`config.mk`:
```
export PLATFORM = sky130hd
export DESIGN_NAME = gamepad_stick_deadzone_conditioner_core
export DESIGN_NICKNAME = d
export VERILOG_FILES = /design/src/hdl/gsdc_pkg.sv /design/src/hdl/gsdc_lane.sv /design/src/hdl/gamepad_stick_deadzone_conditioner_core.sv
export SDC_FILE = /design/constraint.sdc
export NUM_CORES = 1
export LEC_CHECK = 0
export BUFFER_PORTS_ARGS = -buffer_cell sky130_fd_sc_hd__buf_2
export CORE_MARGIN = 5
export CORE_UTILIZATION = 55
export CTS_CLUSTER_DIAMETER = 50
export DETAILED_ROUTE_END_ITERATION = 7
export PLACE_DENSITY = 0.77
export REMOVE_ABC_BUFFERS = 1
export SYNTH_ARGS = -nofsm -noshare
export SYNTH_HDL_FRONTEND = slang
export SYNTH_HIERARCHICAL = 1
export SYNTH_SLANG_ARGS = --single-unit
```
`constraint.sdc`:
```
create_clock -name clk -period 7.7 [get_ports clk]
set_input_delay 1.54 -clock clk [delete_from_list [all_inputs] [get_ports clk]]
set_output_delay 1.54 -clock clk [all_outputs]
set_load 0.05 [all_outputs]
```
`src/hdl/gsdc_pkg.sv`:
```
`timescale 1ns / 1ps
package gsdc_pkg;

  localparam int NUM_AXES   = 4;
  localparam int CFG_IDX_W  = 2;
  localparam int CFG_DATA_W = 8;

  localparam logic [CFG_IDX_W-1:0] CFG_DEAD_RADIUS     = 2'd0;
  localparam logic [CFG_IDX_W-1:0] CFG_MAX_RADIUS      = 2'd1;
  localparam logic [CFG_IDX_W-1:0] CFG_RECENTRE_BUTTON = 2'd2;

  localparam logic [6:0]  DEAD_RADIUS_RST     = 7'd25;
  localparam logic [7:0]  MAX_RADIUS_RST      = 8'd120;
  localparam logic [3:0]  RECENTRE_BUTTON_RST = 4'd2;

  localparam logic [3:0]  MODE_STANDARD = 4'd4;
  localparam logic [3:0]  MODE_ANALOG   = 4'd7;
  localparam logic [15:0] BUTTON_INVERT = 16'hffff;
  localparam logic [15:0] FULL_SCALE    = 16'd16384;

  localparam int QUO_BITS   = 16;
  localparam int STEP_BITS  = 2;
  localparam int DIV_CYCLES = QUO_BITS / STEP_BITS;
  localparam int DIV_CNT_W  = $clog2(DIV_CYCLES);

  typedef struct packed {
    logic [15:0] raw_buttons;
    logic [3:0]  mode_id;
    logic [7:0]  left_horiz;
    logic [7:0]  left_vert;
    logic [7:0]  right_horiz;
    logic [7:0]  right_vert;
  } in_word_t;

  typedef struct packed {
    logic [15:0]        buttons_now;
    logic [15:0]        press_edges;
    logic signed [15:0] left_x_pos;
    logic signed [15:0] left_y_pos;
    logic signed [15:0] right_x_pos;
    logic signed [15:0] right_y_pos;
    logic               left_changed;
    logic               right_changed;
  } out_word_t;

  typedef struct packed {
    logic [7:0] val;
    logic [7:0] centre;
    logic [7:0] prev;
    logic       negate;
  } lane_op_t;

  typedef struct packed {
    logic [6:0] dead_radius;
    logic [7:0] max_radius;
  } lane_cfg_t;

  typedef struct packed {
    logic signed [15:0] pos;
    logic               chg;
  } lane_res_t;

  typedef enum logic [1:0] {
    LN_IDLE,
    LN_PREP,
    LN_DIV,
    LN_FIN
  } lane_st_t;

  typedef enum logic [1:0] {
    ST_IDLE,
    ST_BUSY,
    ST_HOLD
  } ctl_st_t;

endpackage

```
`src/hdl/gsdc_lane.sv`:
```
`timescale 1ns / 1ps
module gsdc_lane (
  input  logic                clk,
  input  logic                rst_n,
  input  logic                start,
  input  gsdc_pkg::lane_op_t  op,
  input  gsdc_pkg::lane_cfg_t cfg,
  output logic                done,
  output gsdc_pkg::lane_res_t res
);
  import gsdc_pkg::*;

  lane_st_t st_r, st_nxt;
  lane_op_t op_r;
  logic [DIV_CNT_W-1:0] cnt_r;
  logic        sgn_r, outside_r, chg_r, ovf_r, done_r;
  logic [8:0]  den_r, rem_r;
  logic [15:0] dvd_r, quo_r;
  lane_res_t   res_r;

  logic [8:0]  d, pd;
  logic [7:0]  ad, apd, dz, mag, div;
  logic        outside, reentry;
  logic [8:0]  den;
  logic [9:0]  r_a, r_b;
  logic        ge_a, ge_b;
  logic [8:0]  r_a2, r_b2;
  logic [15:0] q_clamp;

  always_comb begin
    d       = {1'b0, op_r.val} - {1'b0, op_r.centre};
    pd      = {1'b0, op_r.prev} - {1'b0, op_r.centre};
    ad      = d[8] ? 8'(~d + 9'd1) : d[7:0];
    apd     = pd[8] ? 8'(~pd + 9'd1) : pd[7:0];
    dz      = {1'b0, cfg.dead_radius};
    outside = ad > dz;
    reentry = apd > dz;
    mag     = ad - dz;
    div     = (cfg.max_radius == 8'd0) ? 8'd1 : cfg.max_radius;
    den     = {div, 1'b0};

    r_a  = {rem_r, dvd_r[15]};
    ge_a = r_a >= {1'b0, den_r};
    r_a2 = ge_a ? 9'(r_a - {1'b0, den_r}) : r_a[8:0];
    r_b  = {r_a2, dvd_r[14]};
    ge_b = r_b >= {1'b0, den_r};
    r_b2 = ge_b ? 9'(r_b - {1'b0, den_r}) : r_b[8:0];

    q_clamp = (ovf_r || quo_r > FULL_SCALE) ? FULL_SCALE : quo_r;
  end

  always_comb begin
    st_nxt = st_r;
    unique case (st_r)
      LN_IDLE: if (start) st_nxt = LN_PREP;
      LN_PREP: st_nxt = LN_DIV;
      LN_DIV:  if (cnt_r == DIV_CNT_W'(DIV_CYCLES - 1)) st_nxt = LN_FIN;
      LN_FIN:  st_nxt = LN_IDLE;
      default: st_nxt = LN_IDLE;
    endcase
  end

  always_ff @(posedge clk) begin
    if (!rst_n) begin
      st_r   <= LN_IDLE;
      done_r <= 1'b0;
      cnt_r  <= '0;
    end else begin
      st_r   <= st_nxt;
      done_r <= 1'b0;
      case (st_r)
        LN_IDLE: begin
          if (start) op_r <= op;
        end
        LN_PREP: begin
          sgn_r     <= d[8] ^ op_r.negate;
          outside_r <= outside;
          chg_r     <= outside | reentry;
          den_r     <= den;
          ovf_r     <= {2'b00, mag[7:1]} >= den;
          rem_r     <= {2'b00, mag[7:1]};
          dvd_r     <= {mag[0], 7'd0, div};
          quo_r     <= '0;
          cnt_r     <= '0;
        end
        LN_DIV: begin
          rem_r <= r_b2;
          dvd_r <= {dvd_r[13:0], 2'b00};
          quo_r <= {quo_r[13:0], ge_a, ge_b};
          cnt_r <= cnt_r + DIV_CNT_W'(1);
        end
        LN_FIN: begin
          res_r.chg <= chg_r;
          if (!outside_r) res_r.pos <= '0;
          else if (sgn_r) res_r.pos <= -$signed(q_clamp);
          else res_r.pos <= $signed(q_clamp);
          done_r <= 1'b1;
        end
        default: ;
      endcase
    end
  end

  assign done = done_r;
  assign res  = res_r;

endmodule

```
`src/hdl/gamepad_stick_deadzone_conditioner_core.sv`:
```
`timescale 1ns / 1ps
// Each word passes through accept, one lane set-up, 8 divider steps of
// 2 quotient bits, lane finish and merge; in_ready returns in the cycle after merge,
// so the next word is accepted only after the last one has merged.
// A word in the output register does not block the next accept; a second
// finished word holds in_ready low until the register frees.
// Reset (synchronous, rst_n low): dead radius 25, max radius 120, recentre button 2,
// control cleared, no buttons held, both sticks uncentred.
module gamepad_stick_deadzone_conditioner_core (
  input  logic                                clk,
  input  logic                                rst_n,
  input  logic                                in_valid,
  output logic                                in_ready,
  input  gsdc_pkg::in_word_t                  in_data,
  output logic                                out_valid,
  input  logic                                out_ready,
  output gsdc_pkg::out_word_t                 out_data,
  input  logic                                cfg_wr_en,
  input  logic [gsdc_pkg::CFG_IDX_W-1:0]      cfg_index,
  input  logic [gsdc_pkg::CFG_DATA_W-1:0]     cfg_wdata
);
  import gsdc_pkg::*;

  ctl_st_t st_r, st_nxt;

  logic [6:0]  dead_radius_r;
  logic [7:0]  max_radius_r;
  logic [3:0]  recentre_r;
  logic [15:0] prev_buttons_r;
  logic        left_centred_r, right_centred_r;
  logic [7:0]  centre_r [NUM_AXES];
  logic [7:0]  prev_axes_r [NUM_AXES];

  logic [15:0] btn_r, edges_r;
  logic [1:0]  fresh_r;
  logic        out_valid_r;
  out_word_t   out_r;

  logic [7:0]  cur [NUM_AXES];
  logic [15:0] btn, edges;
  logic        recentre;
  logic [1:0]  fresh;
  logic        in_fire, out_free, load_out;
  lane_cfg_t   lcfg;
  lane_op_t    lop [NUM_AXES];
  lane_res_t   lres [NUM_AXES];
  logic [NUM_AXES-1:0] lane_done;
  logic        all_done;
  out_word_t   out_nxt;

  always_comb begin
    cur[0]   = in_data.left_horiz;
    cur[1]   = in_data.left_vert;
    cur[2]   = in_data.right_horiz;
    cur[3]   = in_data.right_vert;
    btn      = (in_data.mode_id == MODE_STANDARD || in_data.mode_id == MODE_ANALOG)
               ? (in_data.raw_buttons ^ BUTTON_INVERT) : in_data.raw_buttons;
    edges    = btn & ~prev_buttons_r;
    recentre = edges[recentre_r];
    fresh    = {recentre | ~right_centred_r, recentre | ~left_centred_r};
    in_fire  = in_valid & in_ready;
    out_free = !out_valid_r || out_ready;
    all_done = &lane_done;
    lcfg.dead_radius = dead_radius_r;
    lcfg.max_radius  = max_radius_r;
  end

  genvar g;
  generate
    for (g = 0; g < NUM_AXES; g++) begin : g_lane
      localparam int STICK = g / 2;

      always_comb begin
        lop[g].val    = cur[g];
        lop[g].centre = centre_r[g];
        lop[g].prev   = prev_axes_r[g];
        lop[g].negate = 1'(g % 2);
      end

      always_ff @(posedge clk) begin
        if (in_fire) begin
          prev_axes_r[g] <= cur[g];
          if (fresh[STICK]) centre_r[g] <= cur[g];
        end
      end

      gsdc_lane u_lane (
        .clk   (clk),
        .rst_n (rst_n),
        .start (in_fire),
        .op    (lop[g]),
        .cfg   (lcfg),
        .done  (lane_done[g]),
        .res   (lres[g])
      );
    end
  endgenerate

  always_comb begin
    st_nxt   = st_r;
    load_out = 1'b0;
    unique case (st_r)
      ST_IDLE: if (in_fire) st_nxt = ST_BUSY;
      ST_BUSY: begin
        if (all_done) begin
          if (out_free) begin
            load_out = 1'b1;
            st_nxt   = ST_IDLE;
          end else begin
            st_nxt = ST_HOLD;
          end
        end
      end
      ST_HOLD: begin
        if (out_free) begin
          load_out = 1'b1;
          st_nxt   = ST_IDLE;
        end
      end
      default: st_nxt = ST_IDLE;
    endcase
  end

  // merge the lanes; an uncentred or recentring stick reports zero and a change
  always_comb begin
    out_nxt.buttons_now   = btn_r;
    out_nxt.press_edges   = edges_r;
    out_nxt.left_x_pos    = fresh_r[0] ? '0 : lres[0].pos;
    out_nxt.left_y_pos    = fresh_r[0] ? '0 : lres[1].pos;
    out_nxt.right_x_pos   = fresh_r[1] ? '0 : lres[2].pos;
    out_nxt.right_y_pos   = fresh_r[1] ? '0 : lres[3].pos;
    out_nxt.left_changed  = fresh_r[0] | lres[0].chg | lres[1].chg;
    out_nxt.right_changed = fresh_r[1] | lres[2].chg | lres[3].chg;
  end

  always_ff @(posedge clk) begin
    if (!rst_n) begin
      st_r            <= ST_IDLE;
      out_valid_r     <= 1'b0;
      dead_radius_r   <= DEAD_RADIUS_RST;
      max_radius_r    <= MAX_RADIUS_RST;
      recentre_r      <= RECENTRE_BUTTON_RST;
      prev_buttons_r  <= '0;
      left_centred_r  <= 1'b0;
      right_centred_r <= 1'b0;
    end else begin
      st_r <= st_nxt;
      if (load_out) out_valid_r <= 1'b1;
      else if (out_ready) out_valid_r <= 1'b0;
      if (cfg_wr_en) begin
        unique case (cfg_index)
          CFG_DEAD_RADIUS:     dead_radius_r <= cfg_wdata[6:0];
          CFG_MAX_RADIUS:      max_radius_r  <= cfg_wdata[7:0];
          CFG_RECENTRE_BUTTON: recentre_r    <= cfg_wdata[3:0];
          default: ;
        endcase
      end
      if (in_fire) begin
        prev_buttons_r  <= btn;
        left_centred_r  <= 1'b1;
        right_centred_r <= 1'b1;
      end
    end
  end

  always_ff @(posedge clk) begin
    if (in_fire) begin
      btn_r   <= btn;
      edges_r <= edges;
      fresh_r <= fresh;
    end
    if (load_out) out_r <= out_nxt;
  end

  assign in_ready  = (st_r == ST_IDLE);
  assign out_valid = out_valid_r;
  assign out_data  = out_r;

endmodule
```
==> results_dict.tcl, run 1 <==
set metrics [dict create \
    grt_use_total_pct 20.9 \
    holdPathEnd "g_lane[3].u_lane/op_r[11]" \
    nets 3500 \
    gp_congestion 0.900 \
    critPathArrivalTime_ns 5.21 \
    synth_area_leaders "edfxtp_1, ha_1, dfxtp_1" \
    hold_path_startpoint "centre_r[3][2]" \
    grt_pass1_vias 22855 \
    rsz0062_at_grt "no" \
    maxCapViolations 0 \
    max_stage_delay_ns 0.67 \
    path_max_fanout 11 \
    drt-total-wl_um 71600 \
    slew_viol_final 0 \
    drc 0 \
    fmax_mhz 205 \
    yosysTopAreaCell "edfxtp_1" \
    p_per_area_nw_per_um2 360 \
    clock_skew_ns 0.0344 \
    endpoint_kind "flop" \
    ff2ff_path_depth 19 \
    status "finished, final reports clean" \
    critPathMostFrequentCell "o21ai_0" \
    avgRoutedWirePerCell_um 17.6 \
    p_leak_nw 15.1 \
    port_buffers 166 \
    worst_pin_slew_ns 1.16 \
    final.setup.tns_ns 0 \
    drive_gt1_share_pct 12.2 \
    stdcell_count 4068 \
    worst_path_max_delay_cell "a31oi_1" \
    fp.dieH_um 261 \
    ys_async_sr_fraction_pct 0 \
    finalCriticalPeriod_ns 4.88 \
    seq_area_frac_synth_pct 53.6 \
    area_growth_syn_to_layout_pct 11.9 \
    clock_path_buffers 3 \
    syn_area_um2 34600 \
    via_count 22859 \
    place_inst 3926 \
    ys.warnings.count 6 \
    antenna_found_initial 2 \
    cp-start-kind "flop" \
    place_area_um2 36200 \
    drtIter0Drc 1596 \
    avgSynthCellArea_um2 11.5 \
    synth-main-ff-cell "edfxtp_1" \
    slew_headroom_pct 22.7 \
    clk_pin_slew_ns 0.05 \
    core_um2 61900 \
    worstSkewPairLatency_ns 0.61 \
    grt.overflow.total 0 \
    synthTopCellsByCount "edfxtp_1, ha_1, nor2_1, inv_1, nand2_1" \
    min_path_type "reg2reg" \
    postRouteAntennaNets 0 \
    synth_cell_types 100 \
    ios 167 \
    cts_sinks 638 \
    synth_top_area_share_pct 50.0 \
    r2r_start "g_lane[3].u_lane/op_r[17]" \
    cts_root_buf "clkbuf_16" \
    htreeDepth 3 \
    layout_worst_path_cycle_share_pct 63.4 \
    grt_max_degree 86 \
    r2r_slack_ns 2.82 \
    hpwl_um 52500 \
    start_util_pct 55.8 \
    row_count 91 \
    hold_ws_ns 0.409 \
    final_cell_area_um2 38700 \
    ir_drop_uv 205 \
    path_buf_inv 2 \
    worstReg2RegEnd "g_lane[3].u_lane/ovf_r" \
    hold_depth 0 \
    path_cells "inv_1, ha_1, inv_1, fa_1, a211oi_1, o21ai_0, a31oi_1, o21ai_0, ha_1, nor2b_1, o21ai_0, a21boi_0, o21ai_0, nor2b_1, xnor2_1, ha_1, a21o_1, a21oi_1, o21ai_0" \
    crit_family "compound AO/OA/AOI/OAI gates" \
    finalSetupViolCount 0 \
    grt_pass1_wl_um 116000 \
    via_per_inst 5.62 \
    ys_seq_elements 638 \
    synth_edf_count 575 \
    worstPathRequired_ns 8.03 \
    p_total_mw 13.9 \
    cts-hold-fix-buffers 0 \
    cts_buffers 75 \
    post-synth-top-count-cell "edfxtp_1" \
    finalHoldViolCount 0 \
    die_area_um2 67900 \
    worstSetupPathType "reg2reg" \
    cts_tree "yes" \
    drtPass1Iterations 5 \
    cts-resized-gates 0 \
    die_w_um 261 \
    cts_setup_buffers 0 \
    syn_inst 2997 \
]
==> cell families (layout without fill, tap and decap cells) <==
group	count (synthesis)	count (layout)	share of synthesized area [%]
buffers and inverters	303	533	3.40
other	2	6	0.0217
AND/OR/NAND/NOR	915	915	13.8
flip-flops	638	638	53.6
multiplexers	79	79	2.40
adder cells (fa/ha/maj)	267	267	10.1
AO/OA/AOI/OAI	614	614	11.9
XOR/XNOR	179	179	4.69
==> power by group <==
part	internal (mW)	switching (mW)	total (mW)
registers	4.55	0.337	4.89
logic	2.31	3.26	5.56
clock network	2.07	1.41	3.48
==> area by class of cell <==
cell class | count | area (um2)
fill | 4860 | 23300
sequential | 638 | 18500
multi-input combinational | 2058 | 14900
clock buffer | 89 | 1970
tap | 837 | 1050
timing repair buffer | 177 | 913
inverter | 216 | 813
clock inverter | 51 | 512
antenna | 2 | 5.00
==> flip-flops by register name, indices dropped and copies added (netlist names), 7 cells and up <==
name                 flops
g_lane.u_lane/st_r       8
g_lane.u_lane/op_r     100
edges_r                 16
dead_radius_r            7
g_lane.u_lane/cnt_r     12
max_radius_r             8
g_lane.u_lane/quo_r     64
prev_axes_r             32
out_data                98
g_lane.u_lane/rem_r     36
prev_buttons_r          16
g_lane.u_lane/res       68
g_lane.u_lane/dvd_r     64
btn_r                   16
centre_r                32
g_lane.u_lane/den_r     32
==> per-layer routing <==
| metal | vias to the layer above | part of all wire (%) | track usage, % |
|---|---|---|---|
| met1 | 10897 | 45 | 28.6 |
| li1 | 11222 | - | - |
| met5 | - | 0 | 0 |
| met3 | 124 | 4.8 | 2.97 |
| met4 | 0 | 2.3 | 6.24 |
| met2 | 616 | 48 | 35.1 |
==> per-stage QoR <==
step                      utilization, %  setup WS [ns]
after floorplan                        -           1.45
after global placement              58.4           2.93
after detailed placement            58.4           2.81
after CTS                           62.4           2.81
after global routing                62.4           2.28
final                               62.4           2.82
==> worst max path at each step <==
stage | startpoint | depth (start not counted) | slack (ns) | endpoint
after floorplan | out_ready | 2 | 1.45 | out_data[0]
after global placement | g_lane[3].u_lane/op_r[17] | 19 | 2.93 | g_lane[3].u_lane/ovf_r
after detailed placement | g_lane[3].u_lane/op_r[17] | 19 | 2.81 | g_lane[3].u_lane/ovf_r
after CTS | g_lane[3].u_lane/op_r[17] | 19 | 2.81 | g_lane[3].u_lane/ovf_r
after global routing | g_lane[3].u_lane/op_r[17] | 19 | 2.28 | g_lane[3].u_lane/ovf_r
final | g_lane[3].u_lane/op_r[17] | 19 | 2.82 | g_lane[3].u_lane/ovf_r
==> placed cells by master, fill, tap and decap left out, drive strengths merged, types with 92 or more instances in the layout <==
| master | instances |
|---|---|
| buf | 177 |
| edfxtp | 575 |
| nor2 | 226 |
| ha | 247 |
| a21oi | 127 |
| o21ai | 164 |
| and2 | 126 |
| inv | 227 |
| xnor2 | 96 |
| nand2 | 198 |
| nor2b | 92 |
No activity file was read; power rests on OpenSTA's default activity.
==> run 2, diff against run 1 <==
Settings changed: PLACE_DENSITY 0.77 to 0.79.
Clock period 7.7 ns to 4.1 ns, I/O delays scaled along.
==> run 2 against run 1 <==
Against the previous run:
- the flow now finishes with violations (negative setup slack)
- critical path depth unchanged
- routed wire length up 4.7%
- first-iteration DRC count up 3.9%
- via count up 4.6%
- register-to-register slack worse by 2.9 ns
- maximum frequency up 18%
- core utilization up 3.0 points
- clock power up 96%
- sequential share of layout area down 2.2 points
- sequential power up 88%
- cell area up 4.8%
- count of clock-buffer cells in the layout up 6
- largest cell class unchanged
==> results_dict.tcl, run 2 (synthesis gave the netlist of run 1 again) <==
set metrics [dict create \
    finalCriticalPeriod_ns 4.13 \
    grt_pass1_wl_um 121000 \
    finalSetupViolCount 1 \
    mostFrequentLayoutCells "edfxtp_1, ha_1, nor2_1" \
    fmax_mhz 242 \
    worstSetupPathType "reg2reg" \
    path_buf_inv 3 \
    cp-start-kind "flop" \
    worstSkewPairLatency_ns 0.62 \
    via_count 23907 \
    largest-register "g_lane.u_lane/op_r" \
    clock_skew_ns 0.0195 \
    crit_family "compound AO/OA/AOI/OAI gates" \
    grt_use_total_pct 21.8 \
    die_w_um 261 \
    row_count 91 \
    fp.dieH_um 261 \
    cts_tree "yes" \
    p_per_area_nw_per_um2 703 \
    fin_ws_ns -0.0290 \
    grt.overflow.total 0 \
    p_total_mw 28.4 \
    maxCapViolations 0 \
    layout_worst_path_cycle_share_pct 101 \
    largest_register_ffs 100 \
    hold_ws_ns 0.400 \
    critPathMostFrequentCell "o21ai_1" \
    grt_max_degree 99 \
    slew_headroom_pct 32.4 \
    htreeDepth 3 \
    antenna_found_initial 2 \
    slew_viol_final 0 \
    ios 167 \
    path_cells "inv_1, ha_2, inv_2, fa_2, a211oi_2, o21ai_1, a31oi_1, buf_4, nand2_2, o21ai_2, ha_1, nor2b_4, o2111a_1, or4_1, and2_4, ha_4, a21o_1, a21oi_2, o21ai_1" \
    worstPathRequired_ns 4.47 \
    failed_checks "negative setup slack" \
    drive_gt1_share_pct 19.2 \
    postRouteAntennaNets 0 \
    rsz0062_at_grt "yes" \
    port_buffers 166 \
    drc 0 \
    critPathArrivalTime_ns 4.50 \
    area_growth_syn_to_layout_pct 17.2 \
    drt-total-wl_um 75000 \
    path_max_fanout 6 \
    cts_sinks 638 \
    core_um2 61900 \
    nets 3669 \
    ir_drop_uv 550 \
    endpoint_kind "flop" \
    clock_path_buffers 3 \
    finalHoldViolCount 0 \
    avgRoutedWirePerCell_um 17.7 \
    cts_root_buf "clkbuf_16" \
    drtPass1Iterations 6 \
    grt_pass1_vias 23963 \
    start_util_pct 55.8 \
    worst_path_max_delay_cell "or4_1" \
    status "finished, violations left" \
    clk_pin_slew_ns 0.06 \
    p_leak_nw 16.1 \
    cts-hold-fix-buffers 0 \
    worst_pin_slew_ns 1.01 \
    drtIter0Drc 1659 \
    min_path_type "in2reg" \
    gp_congestion 0.917 \
    layout_commonest_cell "edfxtp_1" \
    max_stage_delay_ns 0.55 \
    die_area_um2 67900 \
    cts_buffers 79 \
    via_per_inst 5.64 \
    hpwl_um 54500 \
]
-- run 2: changes by cell type in the layout (fill, tap and decap cells not counted), moves of 7 or more --
cell      before  now
ha_1         247  236
a211oi_1      24   14
fa_1          20   13
o21ai_2        0    7
o21ai_1        6   17
o21ai_0      158  139
a21oi_1      127  108
fa_2           0    7
a21oi_2        0   18
a211oi_2       2   12
buf_4         11  173
-- run 2: path summary, 6_finish.rpt --
path	end	depth (start not counted)	slack, ns	from
min reg2reg	g_lane[1].u_lane/op_r[4]	0	0.41	prev_axes_r[1][3]
min	centre_r[2][5]	1	0.40	in_data[13]
max	g_lane[2].u_lane/ovf_r	19	-0.03	g_lane[2].u_lane/op_r[17]
max reg2reg	g_lane[2].u_lane/ovf_r	19	-0.03	g_lane[2].u_lane/op_r[17]
-- run 2: where the power goes --
group	switching [mW]	internal (mW)	leakage, nW
combinational	6.72	5.73	8.97
sequential	0.641	8.54	5.82
clock	2.81	4.01	1.26
-- run 2: timing repair --
item,in CTS,in global routing
pin swaps,18,66
setup buffers,7,26
gates resized for setup,35,85
endpoints found under the setup margin,9,38
cloned,0,0
-- run 2: per-layer routing --
layer  GRT usage (%)  share of wire, %  vias up
met3            3.08               5.0      165
met1            29.5                44    11477
li1                -                 -    11574
met2            36.0                48      691
met5               0                 0        -
met4            7.98               2.9        0
-- run 2: layout make-up --
type                    instances  area (um2)
fillers                      4605       21400
repair buffers                342        2180
clock inverters                51         544
multi-input cells            2058       15300
well taps                     837        1050
clock buffers                  95        2070
flip-flops and latches        638       18500
inverters                     216         813
diodes                          1        2.50
-- run 2: through the flow --
stage / cells / worst slack, ns / util (%) / TNS, ns / instance area (um2)
6_report: 4238 / -0.0290 / 65.4 / -0.0290 / 40500
3_5_place_dp: 4058 / -0.323 / 60.0 / -1.30 / 37200
2_1_floorplan: 2912 / -1.43 / - / -153.30 / 34200
4_1_cts: 4211 / -0.00814 / 64.5 / -0.00814 / 39900
3_3_place_gp: 4058 / -0.0512 / 60.0 / -0.180 / 37200
5_1_grt: 4238 / -0.147 / 65.4 / -0.640 / 40500
==> run 3, diff against run 2 <==
Settings changed: CORE_UTILIZATION 55 to 30, PLACE_DENSITY 0.79 to unset, TNS_END_PERCENT set to 5.
==> run 3 against run 2 <==
Against the previous run:
- the flow now finishes without violations
- clock skew is 0.014 ns higher
- sequential cell count stayed put
- clock power is 14% higher
- core utilization is 29 points lower
- combinational power is 3% lower
- die area is 80% higher
- critical path type unchanged
- highest routed layer is now met5
==> results_dict.tcl, run 3 (synthesis gave the netlist of run 1 again) <==
set metrics [dict create \
    p_leak_nw 16.2 \
    p_int_mw 18.9 \
    multiInputGateArea_um2 15200 \
    drtPass1Iterations 7 \
    core_um2 114000 \
    layout_worst_path_cycle_share_pct 98.4 \
    ir_drop_uv 308 \
    port_buffers 166 \
    swShare_pct 34.5 \
    fp.dieH_um 349 \
    clk_pin_slew_ns 0.06 \
    endpoint_kind "flop" \
    gp_congestion 0.858 \
    maxCapViolations 0 \
    p_comb_share_pct 41.4 \
    status "finished, final reports clean" \
    ios 167 \
    drive_gt1_share_pct 19.1 \
    p_switching_mw 9.98 \
    antenna_found_initial 18 \
    avgRoutedWirePerCell_um 15.8 \
    seq_area_um2 18500 \
    worstPathRequired_ns 4.49 \
    largest_register_ffs 100 \
    grt_max_degree 48 \
    clock_skew_ns 0.0333 \
    htreeDepth 3 \
    grt.overflow.total 0 \
    clock_path_buffers 3 \
    pwr-share-clk_pct 26.8 \
    cts-hold-fix-buffers 0 \
    cts_root_buf "clkbuf_16" \
    path_buf_inv 3 \
    start_util_pct 30.2 \
    critPathArrivalTime_ns 4.42 \
    drc 0 \
    fmax_mhz 248 \
    row_count 124 \
    worstSkewPairLatency_ns 0.64 \
    mostFrequentLayoutCells "edfxtp_1, ha_1, nor2_1" \
    drtIter0Drc 1197 \
    via_per_inst 4.66 \
    rsz0062_at_grt "yes" \
    crit_family "adder cells" \
    area_growth_syn_to_layout_pct 20.4 \
    stdcell_count 4924 \
    path_max_fanout 5 \
    p_seq_share_pct 31.8 \
    cts_tree "yes" \
    cp.depth 18 \
    worst_path_max_delay_cell "or4_1" \
    min_path_type "in2reg" \
    postRouteAntennaNets 0 \
    cts_sinks 638 \
    layout_commonest_cell "edfxtp_1" \
    p_per_area_nw_per_um2 694 \
    fill_cells 11188 \
    grt_use_total_pct 12.5 \
    worst_pin_slew_ns 1.15 \
    grt_pass1_wl_um 124000 \
    slew_viol_final 0 \
    worstSetupPathType "reg2reg" \
    grt_pass1_vias 22816 \
    largest-register "g_lane.u_lane/op_r" \
    cts_buffers 83 \
    drt-total-wl_um 77700 \
    place_inst 4746 \
    final.setup.tns_ns 0 \
    die_w_um 349 \
    max_stage_delay_ns 0.51 \
    finalSetupViolCount 0 \
    via_count 22965 \
    critPathMostFrequentCell "ha_2" \
    slew_headroom_pct 23.1 \
    hold_depth 1 \
    nets 3661 \
    finalHoldViolCount 0 \
    cp-start-kind "flop" \
    path_cells "inv_1, ha_2, inv_2, fa_2, a211oi_4, o21ai_2, buf_4, a31o_2, nor2_1, xnor2_1, ha_2, o2111a_1, or4_1, and2_4, ha_4, a21o_1, a21oi_2, o21ai_1" \
    ff2ff_path_depth 18 \
    hpwl_um 57800 \
    finalCriticalPeriod_ns 4.03 \
    die_area_um2 122000 \
]
run 3: metal layers:
metal	wire [um]	vias up	global-route usage [%]
met5	61	-	0
met4	1940	8	3.99
met3	3940	141	2.61
met2	36400	402	20.7
met1	35400	10827	16.5
li1	-	11587	-
run 3: power by group through the flow:
stage,combinational [mW],clock (mW),sequential (mW)
floorplan,7.95,0,9.07
global placement,11.2,0,9.30
detailed placement,11.4,0,9.32
CTS,11.5,8.00,9.19
global route,13.4,8.28,9.29
finish,12.0,7.75,9.18
run 3: what timing repair did:
action,in CTS,in global routing
setup buffers,3,5
endpoints found under the setup margin,11,38
pin swaps,3,42
resized for setup,14,81
run 3: area by class of cell:
cell class / count / area share (%)
Inverter: 216 / 1.96
Timing Repair Buffer: 330 / 5.03
Sequential cell: 638 / 44.5
Multi-Input combinational cell: 2058 / 36.6
Antenna cell: 15 / 0.0903
Tap cell: 1512 / 4.55
Clock inverter: 54 / 1.77
Clock buffer: 101 / 5.46
run 3: final timing paths:
check / from / to / slack (ns)
max: g_lane[2].u_lane/op_r[17] / g_lane[2].u_lane/ovf_r / 0.07
min reg2reg: prev_axes_r[0][3] / g_lane[0].u_lane/op_r[4] / 0.41
max reg2reg: g_lane[2].u_lane/op_r[17] / g_lane[2].u_lane/ovf_r / 0.07
min: in_data[27] / g_lane[0].u_lane/op_r[20] / 0.38
run 3: stage by stage:
stage	area (um2)	setup WS, ns	total power [mW]	hold WS, ns	utilization, %
floorplan	34200	-1.43	17.0	0.400	-
global placement	38100	-0.127	20.5	0.401	33.4
detailed placement	38100	-0.158	20.7	0.405	33.4
CTS	41200	-0.0388	28.7	0.329	36.0
global route	41600	-0.137	31.0	0.353	36.3
finish	41600	0.0675	28.9	0.379	36.4
